<file path="config.mk">
export PLATFORM = sky130hd
export DESIGN_NAME = chroma_key_pixel_blend_unit
export DESIGN_NICKNAME = d
export VERILOG_FILES = /design/src/rtl/core/ckpb_pkg.sv /design/src/rtl/core/ckpb_chroma.sv /design/src/rtl/core/ckpb_sqrt.sv /design/src/rtl/core/ckpb_keep.sv /design/src/rtl/core/ckpb_blend.sv /design/src/rtl/core/chroma_key_pixel_blend_unit.sv
export SDC_FILE = /design/constraint.sdc
export NUM_CORES = 2
export LEC_CHECK = 0
export BUFFER_PORTS_ARGS = -buffer_cell sky130_fd_sc_hd__buf_2
export CORE_MARGIN = 2
export CORE_UTILIZATION = 50
export CTS_CLUSTER_SIZE = 25
export DETAILED_ROUTE_END_ITERATION = 7
export GPL_ROUTABILITY_DRIVEN = 0
export PLACE_DENSITY = 0.66
export SLEW_MARGIN = 25
export SYNTH_ARGS = -nofsm -noshare
export SYNTH_HDL_FRONTEND = slang
export SYNTH_SLANG_ARGS = --single-unit
</file>
<file path="constraint.sdc">
create_clock -name clk_i -period 244.6 [get_ports clk_i]
set_input_delay 36.69 -clock clk_i [delete_from_list [all_inputs] [get_ports clk_i]]
set_output_delay 36.69 -clock clk_i [all_outputs]
set_load 0.1 [all_outputs]
</file>
<file path="src/rtl/core/ckpb_pkg.sv">
// Shared types, formats and constants of the chroma key pixel blend unit.
package ckpb_pkg;

  localparam int unsigned FRAC_BITS  = 4;
  localparam int unsigned PIX_W      = 8;
  localparam int unsigned CHROMA_W   = 9;
  localparam int unsigned TOL_W      = 13;
  localparam int unsigned CFG_DATA_W = 13;
  localparam int unsigned CFG_IDX_W  = 2;

  localparam int unsigned NUM_W      = 28;
  localparam int unsigned PROD_W     = 30;
  localparam int unsigned RECIP_W    = 29;
  localparam logic [RECIP_W-1:0] RECIP_1E6 = 29'd281474977;
  localparam int unsigned RECIP_SHIFT = 48;

  localparam int unsigned DIFF_W     = CHROMA_W + 1;
  localparam int unsigned SQ_W       = 19;
  localparam int unsigned RAD_W      = SQ_W + 2 * FRAC_BITS;
  localparam int unsigned ROOT_W     = (RAD_W + 1) / 2;
  localparam int unsigned RAD_PAD_W  = 2 * ROOT_W;
  localparam int unsigned REM_W      = ROOT_W + 2;
  localparam int unsigned DIST_W     = ROOT_W;
  localparam int unsigned CMP_W      = (DIST_W > TOL_W) ? DIST_W : TOL_W;

  localparam int unsigned QUOT_W     = 8;
  localparam int unsigned KEEP_W     = QUOT_W + 1;
  localparam logic [KEEP_W-1:0] KEEP_ONE = KEEP_W'(1 << QUOT_W);

  typedef enum logic [CFG_IDX_W-1:0] {
    REG_KEY_CB  = 2'd0,
    REG_KEY_CR  = 2'd1,
    REG_TOL_LOW = 2'd2,
    REG_TOL_HIGH = 2'd3
  } cfg_reg_e;

  typedef enum logic [1:0] {
    KEEP_ZERO = 2'd0,
    KEEP_RAMP = 2'd1,
    KEEP_FULL = 2'd2
  } keep_mode_e;

  typedef struct packed {
    logic [PIX_W-1:0] fg_red;
    logic [PIX_W-1:0] fg_green;
    logic [PIX_W-1:0] fg_blue;
    logic [PIX_W-1:0] bg_red;
    logic [PIX_W-1:0] bg_green;
    logic [PIX_W-1:0] bg_blue;
    logic             last_pixel;
  } pix_in_t;

  typedef struct packed {
    logic [PIX_W-1:0] out_red;
    logic [PIX_W-1:0] out_green;
    logic [PIX_W-1:0] out_blue;
    logic             out_last;
  } pix_out_t;

  typedef struct packed {
    logic [CHROMA_W-1:0] key_blue_chroma;
    logic [CHROMA_W-1:0] key_red_chroma;
    logic [TOL_W-1:0]    tolerance_low;
    logic [TOL_W-1:0]    tolerance_high;
  } cfg_t;

endpackage

</file>
<file path="src/rtl/core/ckpb_chroma.sv">
// Chroma front end: Cb/Cr numerators, divide by one million, squared key distance.
module ckpb_chroma import ckpb_pkg::*; (
  input  logic            clk_i,
  input  logic            rst_ni,
  input  logic            en_i,
  input  cfg_t            cfg_i,
  input  logic            in_valid_i,
  input  pix_in_t         in_pix_i,
  output logic            out_valid_o,
  output logic [SQ_W-1:0] out_sq_o,
  output pix_in_t         out_pix_o
);

  logic signed [PROD_W-1:0] r_s, g_s, b_s;
  logic signed [PROD_W-1:0] cb_num_s, cr_num_s;
  logic [NUM_W-1:0]         cb_num_d, cr_num_d;
  logic [NUM_W-1:0]         cb_num_q, cr_num_q;
  logic [NUM_W+RECIP_W-1:0] cb_prod, cr_prod;
  logic [CHROMA_W-1:0]      cb_d, cr_d, cb_q, cr_q;
  logic signed [DIFF_W-1:0] dcb, dcr;
  logic signed [2*DIFF_W-1:0] dcb_sq, dcr_sq;
  logic [SQ_W-1:0]          sq_d, sq_q;
  logic                     v1_q, v2_q, v3_q;
  pix_in_t                  p1_q, p2_q, p3_q;

  always_comb begin
    r_s = $signed(PROD_W'(in_pix_i.fg_red));
    g_s = $signed(PROD_W'(in_pix_i.fg_green));
    b_s = $signed(PROD_W'(in_pix_i.fg_blue));
    cb_num_s = 30'sd128500000 - 30'sd168736 * r_s - 30'sd331264 * g_s + 30'sd500000 * b_s;
    cr_num_s = 30'sd128500000 + 30'sd500000 * r_s - 30'sd418688 * g_s - 30'sd81312 * b_s;
    cb_num_d = cb_num_s[PROD_W-1] ? '0 : cb_num_s[NUM_W-1:0];
    cr_num_d = cr_num_s[PROD_W-1] ? '0 : cr_num_s[NUM_W-1:0];
  end

  always_comb begin
    cb_prod = (NUM_W+RECIP_W)'(cb_num_q) * (NUM_W+RECIP_W)'(RECIP_1E6);
    cr_prod = (NUM_W+RECIP_W)'(cr_num_q) * (NUM_W+RECIP_W)'(RECIP_1E6);
    cb_d = cb_prod[RECIP_SHIFT +: CHROMA_W];
    cr_d = cr_prod[RECIP_SHIFT +: CHROMA_W];
  end

  always_comb begin
    dcb = $signed({1'b0, cb_q}) - $signed({1'b0, cfg_i.key_blue_chroma});
    dcr = $signed({1'b0, cr_q}) - $signed({1'b0, cfg_i.key_red_chroma});
    dcb_sq = dcb * dcb;
    dcr_sq = dcr * dcr;
    sq_d = SQ_W'(dcb_sq[SQ_W-2:0]) + SQ_W'(dcr_sq[SQ_W-2:0]);
  end

  always_ff @(posedge clk_i or negedge rst_ni) begin
    if (!rst_ni) begin
      v1_q <= 1'b0;
      v2_q <= 1'b0;
      v3_q <= 1'b0;
    end else if (en_i) begin
      v1_q <= in_valid_i;
      v2_q <= v1_q;
      v3_q <= v2_q;
    end
  end

  always_ff @(posedge clk_i) begin
    if (en_i) begin
      cb_num_q <= cb_num_d;
      cr_num_q <= cr_num_d;
      p1_q     <= in_pix_i;
      cb_q     <= cb_d;
      cr_q     <= cr_d;
      p2_q     <= p1_q;
      sq_q     <= sq_d;
      p3_q     <= p2_q;
    end
  end

  assign out_valid_o = v3_q;
  assign out_sq_o    = sq_q;
  assign out_pix_o   = p3_q;

endmodule

</file>
<file path="src/rtl/core/ckpb_sqrt.sv">
// Pipelined restoring square root, one root bit per stage.
module ckpb_sqrt import ckpb_pkg::*; (
  input  logic              clk_i,
  input  logic              rst_ni,
  input  logic              en_i,
  input  logic              in_valid_i,
  input  logic [SQ_W-1:0]   in_sq_i,
  input  pix_in_t           in_pix_i,
  output logic              out_valid_o,
  output logic [ROOT_W-1:0] out_root_o,
  output logic [REM_W-1:0]  out_rem_o,
  output pix_in_t           out_pix_o
);

  logic                 valid_q [ROOT_W];
  logic [RAD_PAD_W-1:0] rad_q   [ROOT_W];
  logic [REM_W-1:0]     rem_q   [ROOT_W];
  logic [ROOT_W-1:0]    root_q  [ROOT_W];
  pix_in_t              pix_q   [ROOT_W];

  logic [RAD_PAD_W-1:0] rad_in;

  assign rad_in = RAD_PAD_W'(in_sq_i) << (2 * FRAC_BITS);

  for (genvar k = 0; k < ROOT_W; k++) begin : g_stage
    logic                 valid_prev;
    logic [RAD_PAD_W-1:0] rad_prev;
    logic [REM_W-1:0]     rem_prev;
    logic [ROOT_W-1:0]    root_prev;
    pix_in_t              pix_prev;
    logic [REM_W-1:0]     rem_sh, trial, rem_d;
    logic [ROOT_W-1:0]    root_d;
    logic                 ge;

    if (k == 0) begin : g_first
      assign valid_prev = in_valid_i;
      assign rad_prev   = rad_in;
      assign rem_prev   = '0;
      assign root_prev  = '0;
      assign pix_prev   = in_pix_i;
    end else begin : g_next
      assign valid_prev = valid_q[k-1];
      assign rad_prev   = rad_q[k-1];
      assign rem_prev   = rem_q[k-1];
      assign root_prev  = root_q[k-1];
      assign pix_prev   = pix_q[k-1];
    end

    always_comb begin
      rem_sh = {rem_prev[REM_W-3:0], rad_prev[2*(ROOT_W-1-k) +: 2]};
      trial  = {root_prev, 2'b01};
      ge     = (rem_sh >= trial);
      rem_d  = ge ? (rem_sh - trial) : rem_sh;
      root_d = {root_prev[ROOT_W-2:0], ge};
    end

    always_ff @(posedge clk_i or negedge rst_ni) begin
      if (!rst_ni) begin
        valid_q[k] <= 1'b0;
      end else if (en_i) begin
        valid_q[k] <= valid_prev;
      end
    end

    always_ff @(posedge clk_i) begin
      if (en_i) begin
        rad_q[k]  <= rad_prev;
        rem_q[k]  <= rem_d;
        root_q[k] <= root_d;
        pix_q[k]  <= pix_prev;
      end
    end
  end

  assign out_valid_o = valid_q[ROOT_W-1];
  assign out_root_o  = root_q[ROOT_W-1];
  assign out_rem_o   = rem_q[ROOT_W-1];
  assign out_pix_o   = pix_q[ROOT_W-1];

endmodule

</file>
<file path="src/rtl/core/ckpb_keep.sv">
// Keep weight: distance rounding, tolerance compare and pipelined ramp divider.
module ckpb_keep import ckpb_pkg::*; (
  input  logic              clk_i,
  input  logic              rst_ni,
  input  logic              en_i,
  input  cfg_t              cfg_i,
  input  logic              in_valid_i,
  input  logic [ROOT_W-1:0] in_root_i,
  input  logic [REM_W-1:0]  in_rem_i,
  input  pix_in_t           in_pix_i,
  output logic              out_valid_o,
  output logic [KEEP_W-1:0] out_keep_o,
  output pix_in_t           out_pix_o
);

  logic [DIST_W-1:0] dist_d, dist_q;
  logic              dv_q;
  pix_in_t           dp_q;

  logic [CMP_W-1:0]  dist_ext, tl_ext, th_ext, num_ext;
  keep_mode_e        mode_d, mode_q;
  logic [TOL_W-1:0]  num_d, num_q;
  logic              cv_q;
  pix_in_t           cp_q;
  logic [TOL_W-1:0]  den_q;

  logic              valid_q [QUOT_W];
  keep_mode_e        dmode_q [QUOT_W];
  logic [TOL_W-1:0]  rem_q   [QUOT_W];
  logic [QUOT_W-1:0] quot_q  [QUOT_W];
  pix_in_t           pix_q   [QUOT_W];

  assign dist_d = in_root_i + DIST_W'(in_rem_i > REM_W'(in_root_i));

  always_comb begin
    dist_ext = CMP_W'(dist_q);
    tl_ext   = CMP_W'(cfg_i.tolerance_low);
    th_ext   = CMP_W'(cfg_i.tolerance_high);
    num_ext  = dist_ext - tl_ext;
    num_d    = num_ext[TOL_W-1:0];
    priority if (dist_ext < tl_ext) begin
      mode_d = KEEP_ZERO;
    end else if (dist_ext < th_ext) begin
      mode_d = KEEP_RAMP;
    end else begin
      mode_d = KEEP_FULL;
    end
  end

  always_ff @(posedge clk_i or negedge rst_ni) begin
    if (!rst_ni) begin
      dv_q <= 1'b0;
      cv_q <= 1'b0;
    end else if (en_i) begin
      dv_q <= in_valid_i;
      cv_q <= dv_q;
    end
  end

  always_ff @(posedge clk_i) begin
    den_q <= cfg_i.tolerance_high - cfg_i.tolerance_low;
    if (en_i) begin
      dist_q <= dist_d;
      dp_q   <= in_pix_i;
      mode_q <= mode_d;
      num_q  <= num_d;
      cp_q   <= dp_q;
    end
  end

  for (genvar k = 0; k < QUOT_W; k++) begin : g_div
    logic              valid_prev;
    keep_mode_e        mode_prev;
    logic [TOL_W-1:0]  rem_prev;
    logic [QUOT_W-1:0] quot_prev;
    pix_in_t           pix_prev;
    logic [TOL_W:0]    rem_sh;
    logic              ge;
    logic [TOL_W-1:0]  rem_d;
    logic [QUOT_W-1:0] quot_d;

    if (k == 0) begin : g_first
      assign valid_prev = cv_q;
      assign mode_prev  = mode_q;
      assign rem_prev   = num_q;
      assign quot_prev  = '0;
      assign pix_prev   = cp_q;
    end else begin : g_next
      assign valid_prev = valid_q[k-1];
      assign mode_prev  = dmode_q[k-1];
      assign rem_prev   = rem_q[k-1];
      assign quot_prev  = quot_q[k-1];
      assign pix_prev   = pix_q[k-1];
    end

    always_comb begin
      rem_sh = {rem_prev, 1'b0};
      ge     = (rem_sh >= (TOL_W+1)'(den_q));
      rem_d  = ge ? TOL_W'(rem_sh - (TOL_W+1)'(den_q)) : rem_sh[TOL_W-1:0];
      quot_d = {quot_prev[QUOT_W-2:0], ge};
    end

    always_ff @(posedge clk_i or negedge rst_ni) begin
      if (!rst_ni) begin
        valid_q[k] <= 1'b0;
      end else if (en_i) begin
        valid_q[k] <= valid_prev;
      end
    end

    always_ff @(posedge clk_i) begin
      if (en_i) begin
        dmode_q[k] <= mode_prev;
        rem_q[k]   <= rem_d;
        quot_q[k]  <= quot_d;
        pix_q[k]   <= pix_prev;
      end
    end
  end

  always_comb begin
    unique case (dmode_q[QUOT_W-1])
      KEEP_ZERO: out_keep_o = '0;
      KEEP_RAMP: out_keep_o = {1'b0, quot_q[QUOT_W-1]};
      KEEP_FULL: out_keep_o = KEEP_ONE;
      default:   out_keep_o = '0;
    endcase
  end

  assign out_valid_o = valid_q[QUOT_W-1];
  assign out_pix_o   = pix_q[QUOT_W-1];

endmodule

</file>
<file path="src/rtl/core/ckpb_blend.sv">
// Per-channel weighted blend of foreground and background into the output register.
module ckpb_blend import ckpb_pkg::*; (
  input  logic              clk_i,
  input  logic              rst_ni,
  input  logic              en_i,
  input  logic              in_valid_i,
  input  logic [KEEP_W-1:0] in_keep_i,
  input  pix_in_t           in_pix_i,
  output logic              out_valid_o,
  output pix_out_t          out_data_o
);

  localparam int unsigned MIX_W = KEEP_W + PIX_W;

  logic [KEEP_W-1:0] inv_keep;
  logic [MIX_W-1:0]  mix_r, mix_g, mix_b;
  pix_out_t          out_d, out_q;
  logic              out_valid_q;

  always_comb begin
    inv_keep = KEEP_ONE - in_keep_i;
    mix_r = MIX_W'(in_keep_i) * MIX_W'(in_pix_i.fg_red)
          + MIX_W'(inv_keep) * MIX_W'(in_pix_i.bg_red);
    mix_g = MIX_W'(in_keep_i) * MIX_W'(in_pix_i.fg_green)
          + MIX_W'(inv_keep) * MIX_W'(in_pix_i.bg_green);
    mix_b = MIX_W'(in_keep_i) * MIX_W'(in_pix_i.fg_blue)
          + MIX_W'(inv_keep) * MIX_W'(in_pix_i.bg_blue);
    out_d.out_red   = mix_r[QUOT_W +: PIX_W];
    out_d.out_green = mix_g[QUOT_W +: PIX_W];
    out_d.out_blue  = mix_b[QUOT_W +: PIX_W];
    out_d.out_last  = in_pix_i.last_pixel;
  end

  always_ff @(posedge clk_i or negedge rst_ni) begin
    if (!rst_ni) begin
      out_valid_q <= 1'b0;
    end else if (en_i) begin
      out_valid_q <= in_valid_i;
    end
  end

  always_ff @(posedge clk_i) begin
    if (en_i) begin
      out_q <= out_d;
    end
  end

  assign out_valid_o = out_valid_q;
  assign out_data_o  = out_q;

endmodule

</file>
<file path="src/rtl/core/chroma_key_pixel_blend_unit.sv">
// Top level of the chroma key pixel blend unit: config registers and pipeline.
//
//   channel  | handshake                  | payload
//   ---------+----------------------------+-----------------------------
//   in       | in_valid_i / in_ready_o    | in_data_i  (pix_in_t)
//   out      | out_valid_o / out_ready_i  | out_data_o (pix_out_t)
//   cfg      | cfg_we_i (no wait)         | cfg_idx_i, cfg_data_i
//
// One request per cycle while the pipeline is not held; the square root and the
// ramp divider each resolve one bit per stage.
// The whole pipeline advances together; it holds only while the output
// register carries a result that is not taken, and bubbles move on freely.
// Reset clears the valid bits and sets all four registers to zero.
module chroma_key_pixel_blend_unit import ckpb_pkg::*; (
  input  logic                  clk_i,
  input  logic                  rst_ni,
  input  logic                  in_valid_i,
  output logic                  in_ready_o,
  input  pix_in_t               in_data_i,
  output logic                  out_valid_o,
  input  logic                  out_ready_i,
  output pix_out_t              out_data_o,
  input  logic                  cfg_we_i,
  input  logic [CFG_IDX_W-1:0]  cfg_idx_i,
  input  logic [CFG_DATA_W-1:0] cfg_data_i
);

  cfg_t              cfg_q;
  logic              en;

  logic              ch_valid;
  logic [SQ_W-1:0]   ch_sq;
  pix_in_t           ch_pix;

  logic              sr_valid;
  logic [ROOT_W-1:0] sr_root;
  logic [REM_W-1:0]  sr_rem;
  pix_in_t           sr_pix;

  logic              kp_valid;
  logic [KEEP_W-1:0] kp_keep;
  pix_in_t           kp_pix;

  assign en         = !out_valid_o || out_ready_i;
  assign in_ready_o = en;

  always_ff @(posedge clk_i or negedge rst_ni) begin
    if (!rst_ni) begin
      cfg_q <= '0;
    end else if (cfg_we_i) begin
      unique case (cfg_reg_e'(cfg_idx_i))
        REG_KEY_CB:   cfg_q.key_blue_chroma <= cfg_data_i[CHROMA_W-1:0];
        REG_KEY_CR:   cfg_q.key_red_chroma  <= cfg_data_i[CHROMA_W-1:0];
        REG_TOL_LOW:  cfg_q.tolerance_low   <= cfg_data_i[TOL_W-1:0];
        REG_TOL_HIGH: cfg_q.tolerance_high  <= cfg_data_i[TOL_W-1:0];
      endcase
    end
  end

  ckpb_chroma u_chroma (
    .clk_i       (clk_i),
    .rst_ni      (rst_ni),
    .en_i        (en),
    .cfg_i       (cfg_q),
    .in_valid_i  (in_valid_i),
    .in_pix_i    (in_data_i),
    .out_valid_o (ch_valid),
    .out_sq_o    (ch_sq),
    .out_pix_o   (ch_pix)
  );

  ckpb_sqrt u_sqrt (
    .clk_i       (clk_i),
    .rst_ni      (rst_ni),
    .en_i        (en),
    .in_valid_i  (ch_valid),
    .in_sq_i     (ch_sq),
    .in_pix_i    (ch_pix),
    .out_valid_o (sr_valid),
    .out_root_o  (sr_root),
    .out_rem_o   (sr_rem),
    .out_pix_o   (sr_pix)
  );

  ckpb_keep u_keep (
    .clk_i       (clk_i),
    .rst_ni      (rst_ni),
    .en_i        (en),
    .cfg_i       (cfg_q),
    .in_valid_i  (sr_valid),
    .in_root_i   (sr_root),
    .in_rem_i    (sr_rem),
    .in_pix_i    (sr_pix),
    .out_valid_o (kp_valid),
    .out_keep_o  (kp_keep),
    .out_pix_o   (kp_pix)
  );

  ckpb_blend u_blend (
    .clk_i       (clk_i),
    .rst_ni      (rst_ni),
    .en_i        (en),
    .in_valid_i  (kp_valid),
    .in_keep_i   (kp_keep),
    .in_pix_i    (kp_pix),
    .out_valid_o (out_valid_o),
    .out_data_o  (out_data_o)
  );

endmodule

</file>
After elaboration in Yosys (flattened, before gate mapping)
Memories as Yosys holds them, arrays and structs flattened. A register that Yosys moved wholly into a read port is not among the register bits. Cells that the tools add are included. Widths: inputs -> output; s select.

Reduce and logical (&&, ||, !) cells: 7. Equal/unequal tests: 5. $mul: 16. Order comparisons: 25. Mux-type cells: 26. Add/subtract/negate cells: 38.

Operators with widths (number): $mux 16 (14); $ge 16x16->1 (13); $sub 16x16->16 (13); $sub 13x13->13 (10); $mul 28x29->57 const B (2); $ge 14x13->1 (8); $mux 13 (8); $mul 9x8->16 (6); $sub 30x30->30 (3); $add 16x16->16 (3); $mul 14x8->22 const A (2); $mul 12x8->20 const A (2); $mul 10x10->18 (2); $add 28x30->30 const A (1); $add 30x30->30 (1); $sub 28x30->30 const A (1); $lt 14x13->1 (2); $mul 13x8->21 const A (1); $sub 9x9->10 (2); $add 18x18->19 (1); $mul 10x8->18 const A (1); $pmux 9 s2 (1); $gt 16x14->1 (1); $add 14x1->14 (1); other kinds (11) (18).

Memories kept: 8. Bits in registers: 428. Bits in writable memories: 2074. Word-level logic and storage cells: 198.

Memory list: u_sqrt.pix_q (depth 14, width 49, rd ports 14, clocked after Yosys merged registers in 1, wr ports 14, line ckpb_sqrt.sv:19) `pix_in_t pix_q [ROOT_W];`; u_keep.pix_q (depth 8, width 49, rd ports 8, clocked after Yosys merged registers in 0, wr ports 8, line ckpb_keep.sv:31) `pix_in_t pix_q [QUOT_W];`; u_sqrt.rad_q (depth 14, width 28, rd ports 13, clocked after Yosys merged registers in 0, wr ports 14, line ckpb_sqrt.sv:16) `logic [RAD_PAD_W-1:0] rad_q [ROOT_W];`; u_sqrt.rem_q (depth 14, width 16, rd ports 14, clocked after Yosys merged registers in 0, wr ports 14, line ckpb_sqrt.sv:17) `logic [REM_W-1:0] rem_q [ROOT_W];`; u_sqrt.root_q (depth 14, width 14, rd ports 14, clocked after Yosys merged registers in 0, wr ports 14, line ckpb_sqrt.sv:18) `logic [ROOT_W-1:0] root_q [ROOT_W];`; u_keep.rem_q (depth 8, width 13, rd ports 7, clocked after Yosys merged registers in 0, wr ports 8, line ckpb_keep.sv:29) `logic [TOL_W-1:0] rem_q [QUOT_W];`; +2 memories.

Depth between registers and ports, before layout
An unclocked memory read counts as a cell.

Word-level depth: 6. Mapped depth: 34. Gate-level depth less buffers: 34.

By module
From an unflattened synthesis, not the netlist that was laid out.

Cell total of the unflattened synthesis: 9863. Area, all modules: 128926.2 um^2.

By module, submodules not included: ckpb_chroma (area an instance 45319.7 um^2, sequential area each 6981.7 um^2, cells each 4375, times used 1); ckpb_sqrt (area an instance 39526.7 um^2, sequential area each 32120.8 um^2, cells each 2153, times used 1); ckpb_keep (area an instance 27926.8 um^2, sequential area each 20389.6 um^2, cells each 1676, times used 1); ckpb_blend (area an instance 14428.8 um^2, sequential area each 775.7 um^2, cells each 1563, times used 1); chroma_key_pixel_blend_unit (area an instance 1724.2 um^2, sequential area each 1101.1 um^2, cells each 96, times used 1).

Worst setup path after synthesis
Ideal clock, no wire load.

Path kind: input-to-output. From: input port out_ready_i. To: output port in_ready_o. Data arrival time: 91.192 ns. Path slack: 116.718 ns. Cell stages on the path: 3. Required time: 207.910 ns. Cells stage by stage: nand2b_1 -> clkbuf_1 -> clkbuf_1.

Cells in the longest elaborated chain, start to end: 1.

RTL lines: from (decl) (line chroma_key_pixel_blend_unit.sv:21) `input logic out_ready_i,`; $logic_or 1x1->1 (line chroma_key_pixel_blend_unit.sv:44) `assign en = !out_valid_o || out_ready_i;`; to (decl) (line chroma_key_pixel_blend_unit.sv:18) `output logic in_ready_o,`.

Every way passes these cells.

Worst setup path after layout
Same ends and word-level chain as after synthesis.

==> summary.md <==
| Metric | Value |
|---|---|
| DP Area | `0.132 mm²` |
| Area growth syn-to-layout | `9.25%` |
| PortBufs | `95` |
| Netlist area before placement | `0.127 mm²` |
| EDFF count, synth | `1,975` |
| Die Area | `between 0.2 and 0.3 mm²` |
| Die Y | `508 µm` |
| Most used DFF post-synth | `edfxtp_1` |
| Critical Path RT | `207.91 ns` |
| Post CTS Setup Buffer Count | `0` |
| Crit share post-route | `0.305` |
| Finished Cell Area | `0.139 mm²` |
| First-pass GRT wire length | `374 mm` |
| HPWL after detailed placement | `roughly 170 mm` |
| Final clock skew | `0.0753 ns` |
| Yosys warns | `0` |
| Post-synth top cells | `1,975 x edfxtp_1, 1,724 x inv_1, 1,402 x ha_1` |
| Final setup violating endpoints | `0` |
| Worst-Margin Slew | `1.10 ns` |
| DRC | `0` |
| Post-Synthesis Cells | `9,566` |
| Core area | `0.253 mm²` |
| Worst R2R Start | `u_blend.out_valid_o` |
| Vias per cell | `about 5.2` |
| Layout cells sized above 1 | `0.0720` |
| Die X | `508 µm` |
| Slew Limit Fails | `0` |
| Total number of vias | `just under 70,000` |
| Avg Inst Size Synth | `13.3 µm²` |
| Hold Startpoint | `u_sqrt.rad_q[0][123]` |
| Clk buf depth | `3` |
| Reg2reg path depth | `12` |
| Num Clock Sinks | `about 2,100` |
| CP Max Fanout | `49` |
| Unrepaired setup endpoints after global routing | `no` |
| Hold EP | `u_sqrt.rad_q[0][151]` |
| GRT Overall Usage | `0.179` |
| Min Clock Period, post-route | `74.58 ns` |
| CTS tree | `built` |
| Largest net degree at the start of global routing | `just over 200` |
| Crit path kind | `input pin to primary output` |
| Routed wire length | `226 mm` |
| Antenna violations before repair | `4` |
| Number of global-route vias before repair | `73,497` |
| Syn nets | `12,068` |
| Setup crit end kind | `primary output` |
| Ranking of synthesized cells by area | `edfxtp_1 47%, fa_1 16%, ha_1 14%, inv_1 5.1%, xnor2_1 2.2%` |
| Netlist cell types | `97` |
| DRT iter0 DRCs | `3,878` |
| Max-Cap Viols | `0` |
| Root Driver | `clkbuf_16` |
| Final Net Count | `~12,000` |
| Fin. Hold Viols | `0` |
| Share of the synthesized area in the top cell type | `0.467` |
| Wire length per cell | `roughly 17 µm` |
| Post-CTS Hold Fix Bufs | `0` |
| Internal reg-to-reg setup slack | `234.48 ns` |
| TritonRoute pass-1 iters | `6` |
| Fin Hold WS | `between 0.3 and 0.4 ns` |
| Initial Util | `0.502` |
| Critical R2R Capture | `u_sqrt.pix_q[8][42]` |
| Top-count cell post-synth | `edfxtp_1` |
| Htree depth | `4` |
| Slew margin rel. | `0.260` |
| WHS Path Cells | `0` |
| HP Class | `register to register` |
| Synth area leader | `edfxtp_1` |
| Setup_tns | `0 ns` |
| Num CTS Buffers | `~200` |
| Async set-reset flop share out of synthesis | `0.0350` |
| CP arrival | `between 30 and 40 ns` |
| # rows | `185` |
| Fin util | `0.548` |
| Reg clk slew, reported paths | `0.06 ns` |
| Antenna-violating nets left | `0` |
| Outcome | `complete, no violations` |
| Maximum clock frequency | `around 13 MHz` |
| CTS resizes | `0` |
| I/O pin cnt | `96` |
| Register area share after synthesis | `0.483` |
| Startpoint types | `input pin` |
| Gr ovfl total | `0` |
| Clk Latency, worst-skew pair | `0.86 ns` |
| Yosys reg bits | `2,060` |
flip-flops by register name, summed over array words and instances (netlist names), 19 cells and up:
register	flops
u_sqrt.pix_q	686
u_sqrt.root_q	103
cfg_q	44
u_chroma.cb_num_q	23
u_chroma.cr_num_q	23
u_keep.pix_q	392
u_chroma.p1_q	49
u_keep.quot_q	36
u_chroma.out_pix_o	49
u_chroma.out_sq_o	19
u_chroma.p2_q	49
u_sqrt.rem_q	177
u_sqrt.rad_q	92
u_keep.dp_q	49
u_keep.rem_q	91
u_keep.cp_q	49
u_blend.out_data_o	25
layout by cell type, fill, tap and decap left out, types with 50 or more instances in the layout:
master,instances
edfxtp_1,1975
inv_1,1724
ha_1,1402
fa_1,1031
nand2_1,464
nor2_1,392
xnor2_1,317
a21oi_1,283
and2_1,212
clkbuf_16,205
o21ai_0,167
mux2_2,157
xor2_1,150
nor3_1,132
a21o_1,112
buf_2,94
nand3_1,73
dfrtp_1,72
and3_1,70
nor2b_1,69
o21a_1,64
nand4_1,50
through the flow:
step                      setup WS, ns  std cells
after floorplan                 116.72       9566
after global placement          170.01      12960
after detailed placement        169.98      12960
after CTS                       169.97      13348
after global routing            169.92      13350
final                           170.02      13353
area by class of cell:
| class | count | area [µm²] |
|---|---|---|
| Clock inverter | 153 | 1830 |
| Fill cell | 20658 | 114000 |
| Clock buffer | 235 | 5270 |
| Multi-Input combinational cell | 5659 | 58600 |
| Tap cell | 3366 | 4210 |
| Timing Repair Buffer | 146 | 928 |
| Inverter | 1730 | 6490 |
| Sequential cell | 2060 | 61400 |
| Antenna cell | 4 | 10.0 |
logic make-up after synthesis:
kind of cell | count (synthesis) | share of synthesized area
adder cells (fa/ha/maj) | 2433 | 0.301
flip-flops | 2060 | 0.483
buffers and inverters | 1847 | 0.0554
AND/OR/NAND/NOR | 1630 | 0.0624
AO/OA/AOI/OAI | 944 | 0.0496
XOR/XNOR | 469 | 0.0326
multiplexers | 182 | 0.0163
other | 1 | 0.0000295
worst max-delay path by stage:
stage | start | slack [ns] | endpoint | depth (start not counted)
after floorplan | out_ready_i | 116.72 | in_ready_o | 3
after global placement | out_ready_i | 170.01 | in_ready_o | 3
after detailed placement | out_ready_i | 169.98 | in_ready_o | 3
after CTS | out_ready_i | 169.97 | in_ready_o | 3
after global routing | out_ready_i | 169.92 | in_ready_o | 3
final | out_ready_i | 170.02 | in_ready_o | 3
per-layer routing:
layer	up-vias	wire length, µm	track usage
li1	33018	-	-
met1	34553	98500	0.237
met2	1231	112000	0.307
met3	377	8490	0.0231
met4	0	6710	0.0577
met5	-	0	0
worst max-delay path: stages:
cell and delay, ns:
buf_2 0.08, nand2b_4 0.54, buf_2 0.55
Power is not shown: default switching activity piles up to over one toggle a cycle in this logic, so the estimate is an artifact.
